==> src/design/bsc_pkg.sv <==
package bsc_pkg;

    localparam int unsigned MeasW = 18;

    typedef enum logic [2:0] {
        ST_IDLE,
        ST_ISSUE,
        ST_WMUL,
        ST_WDIV,
        ST_DONE
    } t_state;

    // microcode steps: T* temperature, P* pressure
    typedef enum logic [3:0] {
        SP_T0, SP_T1, SP_T2,
        SP_P0, SP_P1, SP_P2, SP_P3, SP_P4,
        SP_P5, SP_P6, SP_P7, SP_P8, SP_P9
    } t_step;

    localparam logic [2:0] REG_CAL_TEMP    = 3'd0;
    localparam logic [2:0] REG_CAL_PRESS_A = 3'd1;
    localparam logic [2:0] REG_CAL_PRESS_B = 3'd2;
    localparam logic [2:0] REG_CAL_PRESS_C = 3'd3;
    localparam logic [2:0] REG_TEMP_OFFSET = 3'd4;

    localparam logic [12:0] TempOffsetReset = 13'h1C18; // -1000

    function automatic logic [63:0] sext16(input logic [15:0] w);
        return {{48{w[15]}}, w};
    endfunction

    function automatic logic [63:0] asr64(input logic [63:0] v, input logic [5:0] sh);
        return $unsigned($signed(v) >>> sh);
    endfunction

    function automatic logic [MeasW-1:0] sat18(input logic [63:0] v);
        logic [MeasW-1:0] r;
        if (v[63]) begin
            if ($signed(v) < -64'sd131072) r = 18'h20000;
            else                           r = v[MeasW-1:0];
        end else begin
            if (v > 64'd131071) r = 18'h1FFFF;
            else                r = v[MeasW-1:0];
        end
        return r;
    endfunction

endpackage

==> src/design/baro_sensor_compensation_core.sv <==
// Channel   Dir  Beat contents
// s         in   tuser: action; tdata: raw_sample[19:0], zero pad to 24
// m         out  tuser: divide_fault; tdata: measurement[17:0], zero pad to 24
// cfg       in   write enable, index 0..4, 64-bit data
//
// One shared 64-bit shift-add multiplier does all products, each one started
// from the issue state; a bit-serial divider serves the pressure quotient.
// A pressure beat with a zero divisor skips the divide and ends after P5.
// Input is not ready while an item is in work; a finished result waits in
// the output register and the next item may be taken meanwhile.
// Synchronous active-low reset; calibration clears, offset goes to -1000.
module baro_sensor_compensation_core (
    input  logic        i_clk,
    input  logic        i_rst_n,
    input  logic        i_s_tvalid,
    output logic        o_s_tready,
    input  logic [23:0] i_s_tdata,   // raw_sample[19:0]
    input  logic [0:0]  i_s_tuser,   // action
    output logic        o_m_tvalid,
    input  logic        i_m_tready,
    output logic [23:0] o_m_tdata,   // measurement[17:0]
    output logic [0:0]  o_m_tuser,   // divide_fault
    input  logic        i_cfg_we,
    input  logic [2:0]  i_cfg_idx,
    input  logic [63:0] i_cfg_data
);

    bsc_pkg::t_state r_state, n_state;
    bsc_pkg::t_step  r_step, n_step;

    logic [47:0] r_cal_temp;
    logic [63:0] r_cal_pa, r_cal_pb;
    logic [15:0] r_cal_pc;
    logic [12:0] r_toff;
    logic [31:0] r_fine, n_fine;

    logic        r_act;
    logic [19:0] r_adc;
    logic [63:0] r_a, n_a, r_b, n_b, r_q, n_q, r_p, n_p, r_h, n_h;
    logic [17:0] r_res, n_res;
    logic        r_fault, n_fault;

    logic        r_ovalid, n_ovalid;
    logic [17:0] r_omeas, n_omeas;
    logic        r_ofault, n_ofault;

    logic        w_accept;
    logic        w_mul_start, w_mul_done, w_div_start, w_div_done;
    logic [63:0] w_mul_a, w_mul_b, w_prod, w_quo;
    logic [63:0] w_t1, w_t2, w_t3, w_v1;
    logic [63:0] w_tf, w_tf32, w_t, w_pf;

    assign w_accept = i_s_tvalid && o_s_tready;

    assign w_t1 = {48'd0, r_cal_temp[15:0]};
    assign w_t2 = bsc_pkg::sext16(r_cal_temp[31:16]);
    assign w_t3 = bsc_pkg::sext16(r_cal_temp[47:32]);
    assign w_v1 = {{32{r_fine[31]}}, r_fine} - 64'd128000;

    assign w_tf   = r_a + bsc_pkg::asr64(w_prod, 6'd14);
    assign w_tf32 = {{32{w_tf[31]}}, w_tf[31:0]};
    assign w_t    = bsc_pkg::asr64({w_tf32[61:0], 2'b00} + w_tf32 + 64'd128, 6'd8)
                    + {{51{r_toff[12]}}, r_toff};
    assign w_pf   = bsc_pkg::asr64(r_p + r_a + bsc_pkg::asr64(w_prod, 6'd19), 6'd8)
                    + (bsc_pkg::sext16(r_cal_pb[47:32]) << 4);

    // operand select per microcode step
    always_comb begin
        w_mul_a = r_q;
        w_mul_b = r_h;
        case (r_step)
            bsc_pkg::SP_T0: begin
                w_mul_a = {47'd0, r_adc[19:3]} - {w_t1[62:0], 1'b0};
                w_mul_b = w_t2;
            end
            bsc_pkg::SP_T1: begin
                w_mul_a = {48'd0, r_adc[19:4]} - w_t1;
                w_mul_b = {48'd0, r_adc[19:4]} - w_t1;
            end
            bsc_pkg::SP_T2: begin
                w_mul_a = r_q;
                w_mul_b = w_t3;
            end
            bsc_pkg::SP_P0: begin
                w_mul_a = w_v1;
                w_mul_b = w_v1;
            end
            bsc_pkg::SP_P1: begin
                w_mul_a = r_q;
                w_mul_b = bsc_pkg::sext16(r_cal_pb[31:16]);
            end
            bsc_pkg::SP_P2: begin
                w_mul_a = w_v1;
                w_mul_b = bsc_pkg::sext16(r_cal_pb[15:0]);
            end
            bsc_pkg::SP_P3: begin
                w_mul_a = r_q;
                w_mul_b = bsc_pkg::sext16(r_cal_pa[47:32]);
            end
            bsc_pkg::SP_P4: begin
                w_mul_a = w_v1;
                w_mul_b = bsc_pkg::sext16(r_cal_pa[31:16]);
            end
            bsc_pkg::SP_P5: begin
                w_mul_a = r_a + (64'd1 << 47);
                w_mul_b = {48'd0, r_cal_pa[15:0]};
            end
            bsc_pkg::SP_P6: begin
                w_mul_a = ((64'd1048576 - {44'd0, r_adc}) << 31) - r_b;
                w_mul_b = 64'd3125;
            end
            bsc_pkg::SP_P7: begin
                w_mul_a = bsc_pkg::sext16(r_cal_pc);
                w_mul_b = r_h;
            end
            bsc_pkg::SP_P8: begin
                w_mul_a = r_q;
                w_mul_b = r_h;
            end
            bsc_pkg::SP_P9: begin
                w_mul_a = bsc_pkg::sext16(r_cal_pb[63:48]);
                w_mul_b = r_p;
            end
            default: ;
        endcase
    end

    // next state
    always_comb begin
        n_state = r_state;
        case (r_state)
            bsc_pkg::ST_IDLE:  if (w_accept) n_state = bsc_pkg::ST_ISSUE;
            bsc_pkg::ST_ISSUE: n_state = bsc_pkg::ST_WMUL;
            bsc_pkg::ST_WMUL: begin
                if (w_mul_done) begin
                    case (r_step)
                        bsc_pkg::SP_T2, bsc_pkg::SP_P9: n_state = bsc_pkg::ST_DONE;
                        bsc_pkg::SP_P5: n_state = (bsc_pkg::asr64(w_prod, 6'd33) == 64'd0) ?
                                                  bsc_pkg::ST_DONE : bsc_pkg::ST_ISSUE;
                        bsc_pkg::SP_P6: n_state = bsc_pkg::ST_WDIV;
                        default:        n_state = bsc_pkg::ST_ISSUE;
                    endcase
                end
            end
            bsc_pkg::ST_WDIV:  if (w_div_done) n_state = bsc_pkg::ST_ISSUE;
            bsc_pkg::ST_DONE:  if (!r_ovalid || i_m_tready) n_state = bsc_pkg::ST_IDLE;
            default:           n_state = bsc_pkg::ST_IDLE;
        endcase
    end

    // datapath and outputs
    always_comb begin
        n_step      = r_step;
        n_fine      = r_fine;
        n_a         = r_a;
        n_b         = r_b;
        n_q         = r_q;
        n_p         = r_p;
        n_h         = r_h;
        n_res       = r_res;
        n_fault     = r_fault;
        n_ovalid    = r_ovalid && !i_m_tready;
        n_omeas     = r_omeas;
        n_ofault    = r_ofault;
        w_mul_start = 1'b0;
        w_div_start = 1'b0;
        case (r_state)
            bsc_pkg::ST_IDLE: begin
                n_step  = i_s_tuser[0] ? bsc_pkg::SP_P0 : bsc_pkg::SP_T0;
                n_fault = 1'b0;
            end
            bsc_pkg::ST_ISSUE: w_mul_start = 1'b1;
            bsc_pkg::ST_WMUL: begin
                if (w_mul_done) begin
                    case (r_step)
                        bsc_pkg::SP_T0: begin
                            n_a = bsc_pkg::asr64(w_prod, 6'd11);
                            n_step = bsc_pkg::SP_T1;
                        end
                        bsc_pkg::SP_T1: begin
                            n_q = bsc_pkg::asr64(w_prod, 6'd12);
                            n_step = bsc_pkg::SP_T2;
                        end
                        bsc_pkg::SP_T2: begin
                            n_fine = w_tf[31:0];
                            n_res  = bsc_pkg::sat18(w_t);
                        end
                        bsc_pkg::SP_P0: begin
                            n_q = w_prod;
                            n_step = bsc_pkg::SP_P1;
                        end
                        bsc_pkg::SP_P1: begin
                            n_b = w_prod;
                            n_step = bsc_pkg::SP_P2;
                        end
                        bsc_pkg::SP_P2: begin
                            n_b = r_b + (w_prod << 17)
                                  + (bsc_pkg::sext16(r_cal_pa[63:48]) << 35);
                            n_step = bsc_pkg::SP_P3;
                        end
                        bsc_pkg::SP_P3: begin
                            n_a = bsc_pkg::asr64(w_prod, 6'd8);
                            n_step = bsc_pkg::SP_P4;
                        end
                        bsc_pkg::SP_P4: begin
                            n_a = r_a + (w_prod << 12);
                            n_step = bsc_pkg::SP_P5;
                        end
                        bsc_pkg::SP_P5: begin
                            n_a = bsc_pkg::asr64(w_prod, 6'd33);
                            if (n_a == 64'd0) begin
                                n_res   = '0;
                                n_fault = 1'b1;
                            end
                            n_step = bsc_pkg::SP_P6;
                        end
                        bsc_pkg::SP_P6: w_div_start = 1'b1;
                        bsc_pkg::SP_P7: begin
                            n_q = w_prod;
                            n_step = bsc_pkg::SP_P8;
                        end
                        bsc_pkg::SP_P8: begin
                            n_a = bsc_pkg::asr64(w_prod, 6'd25);
                            n_step = bsc_pkg::SP_P9;
                        end
                        bsc_pkg::SP_P9: n_res = bsc_pkg::sat18(bsc_pkg::asr64(w_pf, 6'd8));
                        default: ;
                    endcase
                end
            end
            bsc_pkg::ST_WDIV: begin
                if (w_div_done) begin
                    n_p    = w_quo;
                    n_h    = bsc_pkg::asr64(w_quo, 6'd13);
                    n_step = bsc_pkg::SP_P7;
                end
            end
            bsc_pkg::ST_DONE: begin
                if (!r_ovalid || i_m_tready) begin
                    n_ovalid = 1'b1;
                    n_omeas  = r_res;
                    n_ofault = r_fault;
                end
            end
            default: ;
        endcase
    end

    bsc_mul u_mul (
        .i_clk   (i_clk),
        .i_rst_n (i_rst_n),
        .i_start (w_mul_start),
        .i_a     (w_mul_a),
        .i_b     (w_mul_b),
        .o_done  (w_mul_done),
        .o_prod  (w_prod)
    );

    // divisor is the P5 result held in r_a
    bsc_div u_div (
        .i_clk   (i_clk),
        .i_rst_n (i_rst_n),
        .i_start (w_div_start),
        .i_num   (w_prod),
        .i_den   (r_a),
        .o_done  (w_div_done),
        .o_quo   (w_quo)
    );

    always_ff @(posedge i_clk) begin
        if (!i_rst_n) begin
            r_state    <= bsc_pkg::ST_IDLE;
            r_step     <= bsc_pkg::SP_T0;
            r_ovalid   <= 1'b0;
            r_fine     <= '0;
            r_cal_temp <= '0;
            r_cal_pa   <= '0;
            r_cal_pb   <= '0;
            r_cal_pc   <= '0;
            r_toff     <= bsc_pkg::TempOffsetReset;
        end else begin
            r_state  <= n_state;
            r_step   <= n_step;
            r_ovalid <= n_ovalid;
            r_fine   <= n_fine;
            if (i_cfg_we) begin
                case (i_cfg_idx)
                    bsc_pkg::REG_CAL_TEMP:    r_cal_temp <= i_cfg_data[47:0];
                    bsc_pkg::REG_CAL_PRESS_A: r_cal_pa   <= i_cfg_data;
                    bsc_pkg::REG_CAL_PRESS_B: r_cal_pb   <= i_cfg_data;
                    bsc_pkg::REG_CAL_PRESS_C: r_cal_pc   <= i_cfg_data[15:0];
                    bsc_pkg::REG_TEMP_OFFSET: r_toff     <= i_cfg_data[12:0];
                    default: ;
                endcase
            end
        end
        if (w_accept) begin
            r_act <= i_s_tuser[0];
            r_adc <= i_s_tdata[19:0];
        end
        r_a      <= n_a;
        r_b      <= n_b;
        r_q      <= n_q;
        r_p      <= n_p;
        r_h      <= n_h;
        r_res    <= n_res;
        r_fault  <= n_fault;
        r_omeas  <= n_omeas;
        r_ofault <= n_ofault;
    end

    assign o_s_tready = (r_state == bsc_pkg::ST_IDLE);
    assign o_m_tvalid = r_ovalid;
    assign o_m_tdata  = {6'd0, r_omeas};
    assign o_m_tuser  = r_ofault;

    a_fault_zero: assert property (@(posedge i_clk) disable iff (!i_rst_n)
        o_m_tvalid && o_m_tuser[0] |-> o_m_tdata[17:0] == 18'd0)
        else $error("fault result with nonzero measurement");

    a_accept_issue: assert property (@(posedge i_clk) disable iff (!i_rst_n)
        w_accept |=> r_state == bsc_pkg::ST_ISSUE)
        else $error("accepted beat did not start the sequencer");

    a_temp_no_div: assert property (@(posedge i_clk) disable iff (!i_rst_n)
        w_div_start |-> r_act)
        else $error("divider started on a temperature beat");

    a_units_apart: assert property (@(posedge i_clk) disable iff (!i_rst_n)
        !(w_mul_done && w_div_done))
        else $error("multiplier and divider finished together");

endmodule

==> src/design/bsc_mul.sv <==
module bsc_mul (
    input  logic        i_clk,
    input  logic        i_rst_n,
    input  logic        i_start,
    input  logic [63:0] i_a,
    input  logic [63:0] i_b,
    output logic        o_done,
    output logic [63:0] o_prod
);

    // shift-add, one multiplier bit per cycle, product wraps to 64 bits
    logic        r_busy, n_busy;
    logic        r_done, n_done;
    logic [5:0]  r_cnt, n_cnt;
    logic [63:0] r_acc, n_acc;
    logic [63:0] r_mc, n_mc;
    logic [63:0] r_mp, n_mp;

    always_comb begin
        n_busy = r_busy;
        n_done = 1'b0;
        n_cnt  = r_cnt;
        n_acc  = r_acc;
        n_mc   = r_mc;
        n_mp   = r_mp;
        if (i_start) begin
            n_busy = 1'b1;
            n_cnt  = 6'd0;
            n_acc  = '0;
            n_mc   = i_a;
            n_mp   = i_b;
        end else if (r_busy) begin
            if (r_mp[0]) n_acc = r_acc + r_mc;
            n_mc  = {r_mc[62:0], 1'b0};
            n_mp  = {1'b0, r_mp[63:1]};
            n_cnt = r_cnt + 6'd1;
            if (r_cnt == 6'd63) begin
                n_busy = 1'b0;
                n_done = 1'b1;
            end
        end
    end

    always_ff @(posedge i_clk) begin
        if (!i_rst_n) begin
            r_busy <= 1'b0;
            r_done <= 1'b0;
            r_cnt  <= '0;
        end else begin
            r_busy <= n_busy;
            r_done <= n_done;
            r_cnt  <= n_cnt;
        end
        r_acc <= n_acc;
        r_mc  <= n_mc;
        r_mp  <= n_mp;
    end

    assign o_done = r_done;
    assign o_prod = r_acc;

endmodule

==> src/design/bsc_div.sv <==
module bsc_div (
    input  logic        i_clk,
    input  logic        i_rst_n,
    input  logic        i_start,
    input  logic [63:0] i_num,
    input  logic [63:0] i_den,
    output logic        o_done,
    output logic [63:0] o_quo
);

    // signed restoring divide, truncates toward zero, one bit per cycle
    logic        r_busy, n_busy;
    logic        r_done, n_done;
    logic [5:0]  r_cnt, n_cnt;
    logic        r_neg, n_neg;
    logic [63:0] r_rem, n_rem;
    logic [63:0] r_quo, n_quo;
    logic [63:0] r_dvs, n_dvs;
    logic [64:0] w_tmp;

    assign w_tmp = {r_rem, r_quo[63]};

    always_comb begin
        n_busy = r_busy;
        n_done = 1'b0;
        n_cnt  = r_cnt;
        n_neg  = r_neg;
        n_rem  = r_rem;
        n_quo  = r_quo;
        n_dvs  = r_dvs;
        if (i_start) begin
            n_busy = 1'b1;
            n_cnt  = 6'd0;
            n_neg  = i_num[63] ^ i_den[63];
            n_rem  = '0;
            n_quo  = i_num[63] ? (64'd0 - i_num) : i_num;
            n_dvs  = i_den[63] ? (64'd0 - i_den) : i_den;
        end else if (r_busy) begin
            if (w_tmp >= {1'b0, r_dvs}) begin
                n_rem = 64'(w_tmp - {1'b0, r_dvs});
                n_quo = {r_quo[62:0], 1'b1};
            end else begin
                n_rem = w_tmp[63:0];
                n_quo = {r_quo[62:0], 1'b0};
            end
            n_cnt = r_cnt + 6'd1;
            if (r_cnt == 6'd63) begin
                n_busy = 1'b0;
                n_done = 1'b1;
            end
        end
    end

    always_ff @(posedge i_clk) begin
        if (!i_rst_n) begin
            r_busy <= 1'b0;
            r_done <= 1'b0;
            r_cnt  <= '0;
        end else begin
            r_busy <= n_busy;
            r_done <= n_done;
            r_cnt  <= n_cnt;
        end
        r_neg <= n_neg;
        r_rem <= n_rem;
        r_quo <= n_quo;
        r_dvs <= n_dvs;
    end

    assign o_done = r_done;
    assign o_quo  = r_neg ? (64'd0 - r_quo) : r_quo;

endmodule
==> config.mk <==
export PLATFORM = sky130hd
export DESIGN_NAME = baro_sensor_compensation_core
export DESIGN_NICKNAME = d
export VERILOG_FILES = /design/src/design/bsc_pkg.sv /design/src/design/baro_sensor_compensation_core.sv /design/src/design/bsc_mul.sv /design/src/design/bsc_div.sv
export SDC_FILE = /design/constraint.sdc
export NUM_CORES = 2
export LEC_CHECK = 0
export CAP_MARGIN = 20
export CORE_AREA = 2 2 515 363
export DETAILED_ROUTE_END_ITERATION = 8
export DIE_AREA = 0 0 517 365
export DONT_BUFFER_PORTS = 1
export SYNTH_ARGS = -nofsm -noshare
export SYNTH_HDL_FRONTEND = slang
export SYNTH_HIERARCHICAL = 1
export SYNTH_SLANG_ARGS = --single-unit
==> constraint.sdc <==
create_clock -name i_clk -period 7.8 [get_ports i_clk]
set_input_delay 1.56 -clock i_clk [delete_from_list [all_inputs] [get_ports i_clk]]
set_output_delay 1.56 -clock i_clk [all_outputs]
set_load 0.03 [all_outputs]
==> metrics.md <==
| Metric | Value |
|---|---|
| Setup TNS | -3.496 ns |
| Die Area | 0.1887 mm^2 |
| WL/cell | 27.50 um |
| CTS Root Cell | clkbuf_16 |
| Leakage | 0.03254 uW |
| Layout Area Growth over Synthesis | 13.40% |
| Die Height | 365 um |
| CTS tree | done |
| Starting Density | 39.79% |
| RR Startpoint | r_a[1] |
| DRT Pass-1 Iters | 9 |
| Fin. Hold Viols | 0 |
| Reg2reg end | r_res[11] |
| Die Wd | 517 um |
| Largest net degree at the start of global routing | 141 |
| Placed wire-length estimate | 241200 um |
| Mean Syn Cell Area | 8.597 um^2 |
| Status | finished, violations left |
| Via count | 69380 |
| PD cells | 475.3 mW/mm^2 |
| Cell variety after synth | 107 |
| Vias in the first global route | 62690 |
| Synth Area in Compound Gates | 21.73% |
| Skew final | 0.06037 ns |
| Ys Warns | 6 |
| Worst setup margin | -0.2322 ns |
| F_max | 124.5 MHz |
| Worst-margin pin slew | 1.204 ns |
| Hold depth | 0 |
| CTS H-tree lvls | 3 |
| Failing checks | DRC, setup timing |
| Worst hold path type | flop to flop |
| Total grt overflow | 0 |
| Std cell rows | 132 |
| GRT Util Overall | 31.86% |
| Reg2reg path depth | 37 |
| Crit end category | flop |
| Final period utilization | 103.0% |
| Area leader, netlist | edfxtp_1 |
| Minimum clock period | 8.032 ns |
| XOR/XNOR share of the synthesized area | 7.621% |
| Worst slack, placed | -0.6807 ns |
| Hold Startpoint | r_res[8] |
| Min-Delay Endpoint | r_omeas[8] |
| Critical Path RT | 8.30 ns |
| CTS Buf Count | 105 |
| Crit path max fanout | 8 |
| Share of cells above drive strength 1 | 11.75% |
| Max-Cap Viols | 0 |
| Post-synth EDFFs | 571 |
| Max-slew headroom at the worst pin | 19.73% |
| Multi-input logic area | 0.04608 mm^2 |
| Peak supply drop | 0.8625 mV |
| Synth Register Bits | 960 |
| Total power | 39460 uW |
| Post-synthesis mux area share | 2.868% |
| Routability cong. | 1.025 |
| Max clock buf depth | 3 |
| Cells after Synth | 8515 |
| Initial DRC Count | 10490 |
| Vias per inst | 6.150 |
| Adder-Cell Fraction of Synth Area | 11.57% |
| Clock-pin slew on the worst setup and hold paths | 0.07 ns |
| Sequential share of the synthesized area | 34.06% |
| Slew Viols, Final | 0 |
| Crit-path max cell delay | 0.53 ns |
| Largest family of logic cells by synthesized area | compound AO/OA/AOI/OAI gates |
| Ys async rst share | 0% |
| Commonest cells after routing, fill and taps aside | nand2_1, a21oi_1, nor2_1 |
| Worst Path Arrival | 8.53 ns |
| Synth Area in Simple Gates | 18.19% |
| Critical path type | flop to flop |
| Flop2flop setup slack | -0.23 ns |
| Filler cells | 18040 |
| First-pass GRT wire length | 441500 um |
| Antenna-violating nets left | 0 |
| Ys flop type | edfxtp_1 |
| RSZ-0062 raised after global routing | yes |
| DRC | 1 |
| Port bufs | 0 |
| Synthesized area | 0.07321 mm^2 |
| Startpoint types | flop |
| CP delay by family, top | compound AO/OA/AOI/OAI gates |
| Core area | 0.1840 mm^2 |
| Crit. path cell count | 37 |
| Share of the synthesized area in the top cell type | 23.42% |
| Clk sinks | 960 |
| Antenna violations before repair | 20 |
| Cts hold-fix bufs | 0 |
| CP max-delay cell | or4_1 |
| Commonest non-fill, non-tap cell in the layout | nand2_1 |
| Insertion delay to the later sink of the worst-skew pair | 0.78 ns |
| Routed Wire Length | 310200 um |
| Final number of setup-violating endpoints | 17 |
| Top cells by area, synth | edfxtp_1, dfxtp_1, ha_1, nand2_1, a21oi_1 |
| Ports | 124 |
| CP bufs+invs | 3 |
| Worst hold slack | 0.4237 ns |
| Nets | 9413 |
| Reg area | 0.02494 mm^2 |
| Final Util | 45.12% |
## metal layers
layer	global-route usage (%)	share of wire [%]
met1	47.88	45
met2	40.68	37
met3	12.30	15
met4	9.516	3.3
met5	1.370	0.098
## worst register-to-register path, delay by kind of cell (launching register included)
kind	cells	cell delay [ns]
xor+xnor	2	0.41
compound gates	17	3.27
buf+inv	3	0.45
flops	1	0.39
simple gates	11	2.05
fa+ha+maj	4	1.19
## synthesized netlist by cell type, types with 59 or more instances
master,n
clkbuf_1,382
inv_1,308
nor2b_1,61
a21oi_1,846
o21bai_1,61
nand2b_1,93
a221oi_1,74
nor3_1,151
nor2_1,677
edfxtp_1,571
dfxtp_1,389
a31oi_1,113
fa_1,97
a21o_1,230
nand3_1,131
xnor2_1,419
xor2_1,218
or3_1,79
o21ai_0,398
and3_1,73
nand4_1,88
o21a_1,69
a211oi_1,89
ha_1,522
nand2_1,1233
a22oi_1,64
mux2i_1,59
o31ai_1,88
mux2_2,134
## how the worst max path moves through the flow
stage          slack (ns)        end    from
2_1_floorplan       -0.02   r_res[0]  r_a[1]
3_3_place_gp        -0.63  r_res[13]  r_a[1]
3_5_place_dp        -0.68  r_res[13]  r_a[1]
4_1_cts             -0.26   r_res[7]  r_a[1]
5_1_grt             -0.52  r_res[13]  r_a[1]
6_report            -0.23  r_res[11]  r_a[1]
## state kept, by name, summed over array words and instances, names as in the netlist, 64 cells and up
name	cells
r_a	64
r_b	64
r_cal_pa	64
r_cal_pb	64
r_p	64
r_q	64
u_div/r_dvs	64
u_div/r_quo	64
u_div/r_rem	64
u_mul/o_prod	64
u_mul/r_mc	64
u_mul/r_mp	64
## what timing repair did
action	CTS	global route
gates cloned	2	0
buffers inserted	15	3
pin swaps	27	44
setup endpoints to repair	17	18
gates resized for setup	32	67
## power breakdown
group	switching, uW	internal [uW]	leakage [uW]	total [uW]
sequential	558	6290	0.00836	6850
combinational	15500	11600	0.0224	27100
clock	2390	3110	0.00182	5500
## cell families after synthesis
kind of cell,after synthesis
mux,193
flops,960
xor+xnor,637
fa+ha+maj,619
other cells,1
simple gates,2887
buf+inv,748
compound gates,2470
## cell type report
cell class	count	share of cell area [%]
Antenna cell	12	0.03617
Clock buffer	144	3.717
Clock inverter	56	0.8123
Inverter	308	1.399
Multi-Input combinational cell	6813	55.51
Sequential cell	960	30.04
Tap cell	2479	3.736
Timing Repair Buffer	509	4.746
## stage by stage
step	cell area, um^2	instances
after floorplan	73320	8520
after global placement	78600	11050
after detailed placement	78600	11050
after CTS	82650	11270
after global routing	83000	11270
final	83020	11280
Note: power is estimated with default switching activity, not from simulation.
